**config.mk**
```make
export PLATFORM = sky130hd
export DESIGN_NAME = decimal_text_to_tenths_core
export DESIGN_NICKNAME = d
export VERILOG_FILES = /design/src/hdl/dtt_pkg.sv /design/src/hdl/dtt_scan.sv /design/src/hdl/decimal_text_to_tenths_core.sv
export SDC_FILE = /design/constraint.sdc
export NUM_CORES = 1
export LEC_CHECK = 0
export ABC_AREA = 1
export BUFFER_PORTS_ARGS = -buffer_cell sky130_fd_sc_hd__buf_2
export CORE_UTILIZATION = 50
export DETAILED_ROUTE_END_ITERATION = 8
export HOLD_SLACK_MARGIN = 0.1
export PLACE_DENSITY = 0.67
export SKIP_CTS_REPAIR_TIMING = 1
export SYNTH_ARGS = -nofsm -noshare
export SYNTH_HDL_FRONTEND = slang
export SYNTH_SLANG_ARGS = --single-unit
```
**constraint.sdc**
```tcl
create_clock -name i_clk -period 7 [get_ports i_clk]
set_input_delay 0.7 -clock i_clk [delete_from_list [all_inputs] [get_ports i_clk]]
set_output_delay 0.7 -clock i_clk [all_outputs]
set_load 0.01 [all_outputs]
```
**src/hdl/dtt_pkg.sv**
```systemverilog
// Shared types, codes and constants for the decimal text to tenths scanner.
package dtt_pkg;

    localparam int MAX_INT_DIGITS = 5;
    localparam int DIGIT_CNT_W    = 3;
    localparam int MAG_W          = 20;
    localparam int VALUE_W        = 16;
    localparam int COUNT_W        = 8;
    localparam int CFG_INDEX_W    = 1;
    localparam int CHECK_W        = MAG_W + 2;

    localparam logic [VALUE_W-1:0] LOWER_BOUND_RST = 16'hFC7C;
    localparam logic [VALUE_W-1:0] UPPER_BOUND_RST = 16'd600;

    localparam logic [CFG_INDEX_W-1:0] REG_LOWER_BOUND = 1'd0;
    localparam logic [CFG_INDEX_W-1:0] REG_UPPER_BOUND = 1'd1;

    localparam logic [7:0] CH_MINUS = 8'h2D;
    localparam logic [7:0] CH_PLUS  = 8'h2B;
    localparam logic [7:0] CH_DOT   = 8'h2E;
    localparam logic [7:0] CH_EXP_L = 8'h65;
    localparam logic [7:0] CH_EXP_U = 8'h45;
    localparam logic [7:0] CH_ZERO  = 8'h30;
    localparam logic [7:0] CH_NINE  = 8'h39;
    localparam logic [3:0] ROUND_DIGIT = 4'd5;

    typedef enum logic [1:0] {
        ST_OK    = 2'd0,
        ST_BAD   = 2'd1,
        ST_RANGE = 2'd2
    } t_status;

    typedef enum logic [6:0] {
        PH_IDLE  = 7'b0000001,
        PH_FIRST = 7'b0000010,
        PH_SIGN  = 7'b0000100,
        PH_INT   = 7'b0001000,
        PH_DOT   = 7'b0010000,
        PH_FRAC1 = 7'b0100000,
        PH_SKIP  = 7'b1000000
    } t_phase;

    typedef struct packed {
        logic               bad;
        logic               neg;
        logic [MAG_W-1:0]   mag;
        logic [COUNT_W-1:0] count;
    } t_scan_res;

endpackage

```
**src/hdl/dtt_scan.sv**
```systemverilog
// Byte-serial number scanner: phase, sign, magnitude and byte count state.
module dtt_scan (
    input  logic                     i_clk,
    input  logic                     i_rst_n,
    input  logic                     i_step,
    input  logic [7:0]               i_text_byte,
    input  logic                     i_scan_start,
    input  logic                     i_buffer_end,
    output logic                     o_emit,
    output dtt_pkg::t_scan_res       o_res
);

    dtt_pkg::t_phase                       r_phase, n_phase, eff_phase;
    logic                                  r_neg, n_neg, eff_neg;
    logic [dtt_pkg::MAG_W-1:0]             r_mag, n_mag, eff_mag;
    logic [dtt_pkg::DIGIT_CNT_W-1:0]       r_idig, n_idig, eff_idig;
    logic [3:0]                            r_ffd, n_ffd, eff_ffd;
    logic [dtt_pkg::COUNT_W-1:0]           r_cnt, n_cnt, eff_cnt, cnt_inc;
    logic                                  is_digit, is_expo, is_sign;
    logic [3:0]                            dig;
    logic                                  live, emit_bad, emit_done;
    logic [dtt_pkg::MAG_W-1:0]             mag_x10, nmag_x10, t_mag;

    function automatic logic [dtt_pkg::MAG_W-1:0] times10(input logic [dtt_pkg::MAG_W-1:0] m);
        times10 = (m << 3) + (m << 1);
    endfunction

    always_comb begin
        is_digit = (i_text_byte >= dtt_pkg::CH_ZERO) && (i_text_byte <= dtt_pkg::CH_NINE);
        is_expo  = (i_text_byte == dtt_pkg::CH_EXP_L) || (i_text_byte == dtt_pkg::CH_EXP_U);
        is_sign  = (i_text_byte == dtt_pkg::CH_MINUS) || (i_text_byte == dtt_pkg::CH_PLUS);
        dig      = is_digit ? 4'(i_text_byte - dtt_pkg::CH_ZERO) : 4'd0;

        eff_phase = r_phase;
        eff_neg   = r_neg;
        eff_mag   = r_mag;
        eff_idig  = r_idig;
        eff_ffd   = r_ffd;
        eff_cnt   = r_cnt;
        if (i_scan_start) begin
            eff_phase = dtt_pkg::PH_FIRST;
            eff_neg   = 1'b0;
            eff_mag   = '0;
            eff_idig  = '0;
            eff_ffd   = '0;
            eff_cnt   = '0;
        end

        cnt_inc = (eff_cnt == {dtt_pkg::COUNT_W{1'b1}}) ? eff_cnt : eff_cnt + 1'b1;
        mag_x10 = times10(eff_mag);

        n_phase   = eff_phase;
        n_neg     = eff_neg;
        n_mag     = eff_mag;
        n_idig    = eff_idig;
        n_ffd     = eff_ffd;
        n_cnt     = eff_cnt;
        live      = 1'b1;
        emit_bad  = 1'b0;
        emit_done = 1'b0;

        unique case (eff_phase)
            dtt_pkg::PH_FIRST, dtt_pkg::PH_SIGN: begin
                if (eff_phase == dtt_pkg::PH_FIRST && is_sign) begin
                    n_neg   = (i_text_byte == dtt_pkg::CH_MINUS);
                    n_cnt   = cnt_inc;
                    n_phase = dtt_pkg::PH_SIGN;
                end else if (!is_digit) begin
                    emit_bad = 1'b1;
                end else begin
                    n_mag   = dtt_pkg::MAG_W'(dig);
                    n_idig  = dtt_pkg::DIGIT_CNT_W'(1);
                    n_cnt   = cnt_inc;
                    n_phase = dtt_pkg::PH_INT;
                end
            end
            dtt_pkg::PH_INT: begin
                if (is_digit && (eff_idig < dtt_pkg::DIGIT_CNT_W'(dtt_pkg::MAX_INT_DIGITS))) begin
                    n_mag  = mag_x10 + dtt_pkg::MAG_W'(dig);
                    n_idig = eff_idig + 1'b1;
                    n_cnt  = cnt_inc;
                end else if (is_expo) begin
                    emit_bad = 1'b1;
                end else if (i_text_byte == dtt_pkg::CH_DOT) begin
                    n_cnt   = cnt_inc;
                    n_phase = dtt_pkg::PH_DOT;
                end else begin
                    emit_done = 1'b1;
                end
            end
            dtt_pkg::PH_DOT: begin
                if (!is_digit) begin
                    emit_bad = 1'b1;
                end else begin
                    n_ffd   = dig;
                    n_cnt   = cnt_inc;
                    n_phase = dtt_pkg::PH_FRAC1;
                end
            end
            dtt_pkg::PH_FRAC1: begin
                if (is_digit) begin
                    n_mag   = mag_x10 + dtt_pkg::MAG_W'(eff_ffd)
                              + dtt_pkg::MAG_W'(dig >= dtt_pkg::ROUND_DIGIT);
                    n_cnt   = cnt_inc;
                    n_phase = dtt_pkg::PH_SKIP;
                end else if (is_expo) begin
                    emit_bad = 1'b1;
                end else begin
                    emit_done = 1'b1;
                end
            end
            dtt_pkg::PH_SKIP: begin
                if (is_digit) begin
                    n_cnt = cnt_inc;
                end else if (is_expo) begin
                    emit_bad = 1'b1;
                end else begin
                    emit_done = 1'b1;
                end
            end
            dtt_pkg::PH_IDLE: begin
                live = 1'b0;
            end
            default: begin
                live    = 1'b0;
                n_phase = dtt_pkg::PH_IDLE;
            end
        endcase

        // A flagged last byte closes the scan as though a separator followed it.
        if (live && !emit_bad && !emit_done && i_buffer_end) begin
            if (n_phase == dtt_pkg::PH_SIGN || n_phase == dtt_pkg::PH_DOT) begin
                emit_bad = 1'b1;
            end else begin
                emit_done = 1'b1;
            end
        end

        nmag_x10 = times10(n_mag);
        if (n_phase == dtt_pkg::PH_INT) begin
            t_mag = nmag_x10;
        end else if (n_phase == dtt_pkg::PH_FRAC1) begin
            t_mag = nmag_x10 + dtt_pkg::MAG_W'(n_ffd);
        end else begin
            t_mag = n_mag;
        end

        if (emit_bad || emit_done) begin
            n_phase = dtt_pkg::PH_IDLE;
        end

        o_emit      = emit_bad || emit_done;
        o_res.bad   = emit_bad;
        o_res.neg   = n_neg;
        o_res.mag   = t_mag;
        o_res.count = n_cnt;
    end

    always_ff @(posedge i_clk) begin
        if (!i_rst_n) begin
            r_phase <= dtt_pkg::PH_IDLE;
            r_neg   <= 1'b0;
            r_mag   <= '0;
            r_idig  <= '0;
            r_ffd   <= '0;
            r_cnt   <= '0;
        end else if (i_step) begin
            r_phase <= n_phase;
            r_neg   <= n_neg;
            r_mag   <= n_mag;
            r_idig  <= n_idig;
            r_ffd   <= n_ffd;
            r_cnt   <= n_cnt;
        end
    end

endmodule

```
**src/hdl/decimal_text_to_tenths_core.sv**
```systemverilog
// Top level of the decimal text to tenths scanner with bounds check and result register.
//
// The block takes one ASCII byte per beat and can accept a byte in every clock cycle
// unless a held result stalls it. A byte passes an input register, then the scanner state
// machine, which updates its state and may produce a result for the result register, then
// a bounds check that fills the output register. The recurrence of the scanner state (a
// multiply by ten and add on the magnitude) sets the rate of one byte per cycle while not
// stalled. A separator byte that ends a number is not counted in bytes_used, and a scan
// running when a new scan_start byte arrives is dropped without a result. The user must
// write the bounds registers only while no scan is in flight; it is not enforced.
module decimal_text_to_tenths_core (
    input  logic                                i_clk,
    input  logic                                i_rst_n,
    input  logic                                i_in_valid,
    output logic                                o_in_stall,
    input  logic [7:0]                          i_text_byte,
    input  logic                                i_scan_start,
    input  logic                                i_buffer_end,
    output logic                                o_out_valid,
    input  logic                                i_out_stall,
    output logic [1:0]                          o_scan_status,
    output logic signed [dtt_pkg::VALUE_W-1:0]  o_tenths_value,
    output logic [dtt_pkg::COUNT_W-1:0]         o_bytes_used,
    input  logic                                i_cfg_we,
    input  logic [dtt_pkg::CFG_INDEX_W-1:0]     i_cfg_index,
    input  logic [dtt_pkg::VALUE_W-1:0]         i_cfg_data
);

    logic [dtt_pkg::VALUE_W-1:0]  r_lower_bound, r_upper_bound;
    logic                         r_a_valid;
    logic [7:0]                   r_a_byte;
    logic                         r_a_start, r_a_last;
    logic                         r_b_valid;
    dtt_pkg::t_scan_res           r_b_res;
    logic                         r_out_valid;
    logic [1:0]                   r_status;
    logic [dtt_pkg::VALUE_W-1:0]  r_value;
    logic [dtt_pkg::COUNT_W-1:0]  r_bytes;
    logic                         ready_c, ready_b, step, in_accept, scan_emit;
    dtt_pkg::t_scan_res           scan_res;
    logic signed [dtt_pkg::CHECK_W-1:0] mag_s, val_s, lo_s, hi_s;
    dtt_pkg::t_status             n_status;
    logic [dtt_pkg::VALUE_W-1:0]  n_value;
    logic [dtt_pkg::COUNT_W-1:0]  n_bytes;

    assign ready_c    = !r_out_valid || !i_out_stall;
    assign ready_b    = !r_b_valid || ready_c;
    assign step       = r_a_valid && ready_b;
    assign o_in_stall = r_a_valid && !ready_b;
    assign in_accept  = i_in_valid && !o_in_stall;

    always_ff @(posedge i_clk) begin
        if (!i_rst_n) begin
            r_lower_bound <= dtt_pkg::LOWER_BOUND_RST;
            r_upper_bound <= dtt_pkg::UPPER_BOUND_RST;
        end else if (i_cfg_we) begin
            unique case (i_cfg_index)
                dtt_pkg::REG_LOWER_BOUND: r_lower_bound <= i_cfg_data;
                dtt_pkg::REG_UPPER_BOUND: r_upper_bound <= i_cfg_data;
                default: ;
            endcase
        end
    end

    always_ff @(posedge i_clk) begin
        if (!i_rst_n) begin
            r_a_valid <= 1'b0;
        end else if (in_accept) begin
            r_a_valid <= 1'b1;
        end else if (step) begin
            r_a_valid <= 1'b0;
        end
    end

    always_ff @(posedge i_clk) begin
        if (in_accept) begin
            r_a_byte  <= i_text_byte;
            r_a_start <= i_scan_start;
            r_a_last  <= i_buffer_end;
        end
    end

    dtt_scan u_scan (
        .i_clk        (i_clk),
        .i_rst_n      (i_rst_n),
        .i_step       (step),
        .i_text_byte  (r_a_byte),
        .i_scan_start (r_a_start),
        .i_buffer_end (r_a_last),
        .o_emit       (scan_emit),
        .o_res        (scan_res)
    );

    always_ff @(posedge i_clk) begin
        if (!i_rst_n) begin
            r_b_valid <= 1'b0;
        end else if (ready_b) begin
            r_b_valid <= step && scan_emit;
        end
    end

    always_ff @(posedge i_clk) begin
        if (ready_b && step && scan_emit) begin
            r_b_res <= scan_res;
        end
    end

    always_comb begin
        mag_s = $signed({2'b00, r_b_res.mag});
        val_s = r_b_res.neg ? -mag_s : mag_s;
        lo_s  = dtt_pkg::CHECK_W'($signed(r_lower_bound));
        hi_s  = dtt_pkg::CHECK_W'($signed(r_upper_bound));
        if (r_b_res.bad) begin
            n_status = dtt_pkg::ST_BAD;
            n_value  = '0;
            n_bytes  = '0;
        end else if (val_s < lo_s || val_s > hi_s) begin
            n_status = dtt_pkg::ST_RANGE;
            n_value  = '0;
            n_bytes  = r_b_res.count;
        end else begin
            n_status = dtt_pkg::ST_OK;
            n_value  = val_s[dtt_pkg::VALUE_W-1:0];
            n_bytes  = r_b_res.count;
        end
    end

    always_ff @(posedge i_clk) begin
        if (!i_rst_n) begin
            r_out_valid <= 1'b0;
        end else if (ready_c) begin
            r_out_valid <= r_b_valid;
        end
    end

    always_ff @(posedge i_clk) begin
        if (ready_c && r_b_valid) begin
            r_status <= n_status;
            r_value  <= n_value;
            r_bytes  <= n_bytes;
        end
    end

    assign o_out_valid    = r_out_valid;
    assign o_scan_status  = r_status;
    assign o_tenths_value = $signed(r_value);
    assign o_bytes_used   = r_bytes;

endmodule

```
======== Word-level counts from Yosys, hierarchy flattened ========
Index checks and enable logic that the tools add are counted.
operators by class
  add/sub/neg operators ................... 10
  $lt $le $gt $ge ......................... 6
  equal/unequal tests ..................... 17
  mux-type cells .......................... 59
  bitwise logic cells ..................... 1
  reductions and logical operators ........ 36
operators by type and width
  operator                                                                count
  20-bit two-way mux                                                      7
  7-bit two-way mux                                                       9
  20-bit by 4-bit adder with 20-bit output                                3
  20-bit case mux with 3 select lines                                     1
  8-bit two-way mux                                                       7
  20-bit adder                                                            2
  7-bit case mux with 5 select lines                                      1
  8-bit by 6-bit equality test with 1-bit output (second input constant)  3
  8-bit case mux with 3 select lines                                      1
  22-bit by 16-bit > comparator with 1-bit output                         1
  22-bit by 16-bit < comparator with 1-bit output                         1
  22-bit two-way mux                                                      1
  20-bit negator with 22-bit output                                       1
  20-bit by 1-bit adder with 20-bit output                                1
  1-bit two-way mux                                                       20
  8-bit by 7-bit equality test with 1-bit output (second input constant)  2
  4-bit two-way mux                                                       4
  7-bit by 3-bit equality test with 1-bit output (second input constant)  2
  7-bit by 4-bit equality test with 1-bit output (second input constant)  2
  7-bit by 5-bit equality test with 1-bit output (second input constant)  2
  7-bit by 6-bit equality test with 1-bit output (second input constant)  2
  1-bit logical AND                                                       13
  3-bit two-way mux                                                       4
  8-bit by 1-bit adder with 8-bit output (second input constant)          1
  other kinds (22)                                                        38
storage, ports and cells
  register bits ........................... 144
  input bits .............................. 32
  output and inout bits ................... 28
  word-level logic and storage cells ...... 150

======== Depth between registers and ports, before layout ========
  depth in word-level cells ............... 12
  mapped depth ............................ 38
  gate-level depth less buffers ........... 37

======== By module ========
From an unflattened synthesis, not the netlist that was laid out.
second synthesis, totals
  cell total of the unflattened synthesis .. 1726
  area total of the unflattened synthesis .. 11785.1 um^2
by module, submodules not included
  module                       times used  cells an instance  area an instance (um^2)  sequential area each (um^2)
  dtt_scan                     1           1176               6697.7                   860.8
  decimal_text_to_tenths_core  1           550                5087.4                   2682.6

======== Least setup slack after synthesis ========
No wires, ideal clock.
  kind .................................... reg2reg
  start point ............................. register r_a_byte[1]
  end point ............................... register r_b_res (netlist bit mag_s[19]) (data pin)
  setup time .............................. 0.253 ns
  arrival time ............................ 4.753 ns
  required time ........................... 6.747 ns
  path slack .............................. 1.994 ns
  stages on the path, launching flop included .. 31
  buffers on the path ..................... 1
  period minus slack after synthesis ...... 5.006 ns
  cell sequence ........................... edfxtp_1 inv_2 a21oi_1 nor2_4 inv_1 clkbuf_1 nor2_1 o21ai_0 o21ai_0 ha_1 fa_1 a221oi_2 nand3_1 o21ai_2 inv_1 fa_1 nand2_1 o21ai_0 nand2_1 nor2_1 nand2_1 nor2_1 nand3_1 nor3_1 nand3_1 nor3_1 nand3_1 nand3_1 nand3_1 nand2_1 nand2_1
RTL lines
  item                    RTL line                            source
  start, declared         decimal_text_to_tenths_core.sv:31   logic [7:0] r_a_byte;
  start signal, assigned  decimal_text_to_tenths_core.sv:77   r_a_byte <= i_text_byte;
  end signal, assigned    decimal_text_to_tenths_core.sv:104  r_b_res <= scan_res;
  end, declared           decimal_text_to_tenths_core.sv:34   dtt_pkg::t_scan_res r_b_res;

==> results.md <==
- For this configuration, the core starts out at a cell density of about half.
- The tightest min-delay check is of the in2reg type.
- From left edge to right edge, the die measures 155 um.
- The repair_antennas step left the layout with diodes totalling 0.
- For this run the aggregate overflow at the end of global routing stands at 0.
- The residual antenna-violating net count after detailed routing is 0.
- Counting I/O delays and the setup requirement, the final critical path takes 6420 ps.
- The worst setup path is of the reg2reg kind.
- The register bit count reported by yosys is 144.
- The number of H-tree branching levels is 4.
- The run finished with clean final reports.
- By area the synthesized netlist is led by sky130_fd_sc_hd__edfxtp_1 17%, sky130_fd_sc_hd__dfxtp_1 13%, sky130_fd_sc_hd__nand2_1 11%.
- Of all flip-flops after synthesis, the portion carrying an async set or reset was 0%.
- The source-to-sink clock delay at the later pin of the worst-skew pair is 420 ps.
- The floorplan has 55 rows.
- The die is 155 um tall.
- Along the worst path, the maximum fanout reaches 17.
- The area of the core region is roughly 23000 sq um.
- On the final layout, the worst clock skew is 14.0 ps.
- The most used flip-flop cell after synthesis is sky130_fd_sc_hd__dfxtp_1.
- The number of clock sinks is 144.
- The number of CTS-inserted buffers is 17.
- After layout, the worst path uses 91.7% of the clock period.
- Summed over its instances, the top area cell type makes up 17.0% of the synthesized netlist area.
- The worst setup path is captured at a flop.
- The arrival time of data at the critical path endpoint is 6550 ps.
- Of the cells placed in the final design, the portion with a size suffix greater than 1 is 11.1%.
- The Yosys step of the flow raised 0 warnings.
- For this block, the via count after detailed routing is 11100.
- The HPWL after detailed placement is 23.6 mm.
- The leakage component of the power is 6.17 nW.
- The internal power of the cells totals 1.62 mW.
- The detail-routed via count per cell is ~5.5.
- The first detailed-routing pass ran for 5 iterations.
- For the worst setup path, the data required time is 7130 ps.
- The library cell used most frequently in the layout, excluding fill and tap cells, is sky130_fd_sc_hd__nand2_1.
- The filler cell count is between 2000 and 2500.
- The I/O pin count is 60.
- The count of flip-flops with a built-in enable after synthesis is 66.
- After synthesis the cells add up to around 12000 sq um.
- In the layout the commonest cells are 345 x sky130_fd_sc_hd__nand2_1, 276 x sky130_fd_sc_hd__inv_1, 160 x sky130_fd_sc_hd__nor2_1.
- The number of buffers on the longest clock path is 2.
- The final net count is about 1900.
- The combinational share of power is around 17%.
- The switching power summed over all nets is 0.649 mW.
- In the routed design, unresolved DRC markers number 0.
- Across the run, the number of max-cap violations was 0.
- The count of buffers from port buffering is 59.
- The net count of the mapped netlist is around 1800.
- The worst hold-check slack is 447 ps.
- Setup repair after global routing left no endpoint under its margin.
- The number of antenna violations at the first check in global routing was 0.
- Across every metal layer, demand over resource in global routing totals 26.1%.
- The max-slew violation count is 0.
- VDD sags by at most 150 uV.
- The aggregate routed wire length is 30.4 mm.
- Relative to the synthesized area, the layout overhead comes to 10.3%.
- Sequential cells account for 41.3% of the total power.
- The number of endpoints with negative hold slack in the final report is 0.
- The total setup violations reported at the end of the flow is 0.
- At the pin with the least slew margin, the transition time is a little under 1000 ps.
- At the end of routability-driven placement, the weighted congestion stood at 0.937.
- The largest net degree at the start of global routing is 58.
- CTS placed an instance of sky130_fd_sc_hd__clkbuf_16 at the clock tree root.
- For this design, the slowest cell found on the critical path is sky130_fd_sc_hd__o311ai_1.
- The most prevalent standard cell on the critical path is sky130_fd_sc_hd__o21ai_0.
- The power density over the cells is roughly 180 nW/um^2.
- For this run, the slowest stage of the critical path takes 770 ps.
- The family with the most delay on the worst path is simple AND/OR/NAND/NOR gates.
- The startpoint type of the worst setup path is a flop.
- The worst relative slew slack is roughly 33%.
- Together, buffers and inverters on the worst path number 3.
- The total die area is 23900 sq um.
- Adding up every negative setup slack in the final design gives 0 ps.
- The top achievable clock speed is 156 MHz.
- TritonCTS built the clock tree.
- The post-synthesis sequential area ratio is 30.5%.
- The via count of the first global-routing pass is 10200.
- The register clock-pin slew on the reported worst setup and hold paths is 70 ps.
- The part of the power in the clock network is between 40% and 50%.
- Counting distinct cell types in the post-synthesis netlist gives 57.
- Synthesis produced 1692 cells.
- The switching portion of total power is 28.6%.
- The first global-routing pass estimated 50.3 mm of wire.
- The largest total area in the synthesized netlist belongs to sky130_fd_sc_hd__edfxtp_1.
- In the final routed layout, each cell accounts on average for approximately 15 um.
- In this run, the number of DRC markers left after iteration 0 of detailed routing was 716.
- After synthesis, the mean cell area works out to 6.87 sq um.
synthesized netlist by cell type (all sizes together), types with 2 or more instances:
library cell / instances
a211oi: 11
a21o: 3
a21oi: 140
a221oi: 2
a31oi: 7
a32oi: 3
and2: 3
buf: 7
clkbuf: 32
clkinv: 2
dfxtp: 78
edfxtp: 66
fa: 5
ha: 87
inv: 291
nand2: 372
nand3: 98
nand3b: 3
nand4: 29
nor2: 185
nor3: 28
nor3b: 2
nor4: 3
o2111ai: 6
o211ai: 26
o21ai: 128
o21bai: 3
o221ai: 4
o22ai: 3
o311ai: 6
o31ai: 5
o41ai: 2
or2: 8
xnor2: 8
xor2: 32
worst paths after layout:
kind	depth (start not counted)	slack, ps	startpoint	endpoint
max reg2reg	29	580	r_a_byte[1]$_DFFE_PP_	mag_s[18]$_DFFE_PP_
min	1	450	i_scan_start	r_a_start$_DFFE_PP_
min reg2reg	2	460	u_scan.r_phase[1]$_SDFFE_PN0P_	u_scan.r_phase[1]$_SDFFE_PN0P_
max	29	580	r_a_byte[1]$_DFFE_PP_	mag_s[18]$_DFFE_PP_
routing by layer:
metal | up-vias | track usage, % | wire length, um
met2 | 314 | 44.2 | 14300
met3 | 54 | 2.75 | 1340
met4 | 0 | 10.1 | 769
met5 | - | 0 | 0
li1 | 5717 | - | -
met1 | 5038 | 34.2 | 14000
cell families (layout without fill, tap and decap cells):
logic type,after synthesis,count (layout),synth area share [%]
buffers and inverters,332,394,10.8
AND/OR/NAND/NOR,734,734,28.2
XOR/XNOR,40,40,3.01
AO/OA/AOI/OAI,350,350,17.3
flip-flops,144,144,30.5
adder cells (fa/ha/maj),92,92,10.2
power groups by stage:
stage	combinational [mW]	clock (mW)	sequential (mW)
2_1_floorplan	0.274	0	0.956
3_3_place_gp	0.363	0	0.957
3_5_place_dp	0.370	0	0.957
4_1_cts	0.373	0.976	0.939
5_1_grt	0.426	1.01	0.943
6_report	0.375	0.959	0.939
state kept, by name, summed over array words and instances (netlist names):
signal	count
u_scan.r_idig	3
o_bytes_used	8
o_out_valid	1
o_scan_status	2
r_a_valid	1
r_a_byte	8
u_scan.r_ffd	4
r_upper_bound	16
r_b_valid	1
u_scan.r_neg	1
r_a_start	1
r_lower_bound	16
u_scan.r_phase	7
u_scan.r_mag	20
r_b_res	10
o_tenths_value	16
mag_s	20
u_scan.r_cnt	8
r_a_last	1
area by class of cell:
cell class | instances | area (sq um) | share of cell area (%)
flip-flops and latches | 144 | 3540 | 27.6
inverters | 293 | 1100 | 8.59
clock inverters | 13 | 175 | 1.37
multi-input cells | 1216 | 6830 | 53.3
clock buffers | 18 | 439 | 3.42
well taps | 285 | 357 | 2.78
repair buffers | 70 | 378 | 2.95
per-stage QoR:
stage	instance area, sq um	cells	power, mW	worst slack [ps]	util [%]
2_1_floorplan	11600	1692	1.23	1990	-
5_1_grt	12800	2039	2.38	92.7	56.5
3_5_place_dp	12200	2008	1.33	775	53.8
4_1_cts	12800	2039	2.29	734	56.5
6_report	12800	2039	2.27	584	56.5
3_3_place_gp	12200	2008	1.32	952	53.8
Power figures use the tool's default switching activity.
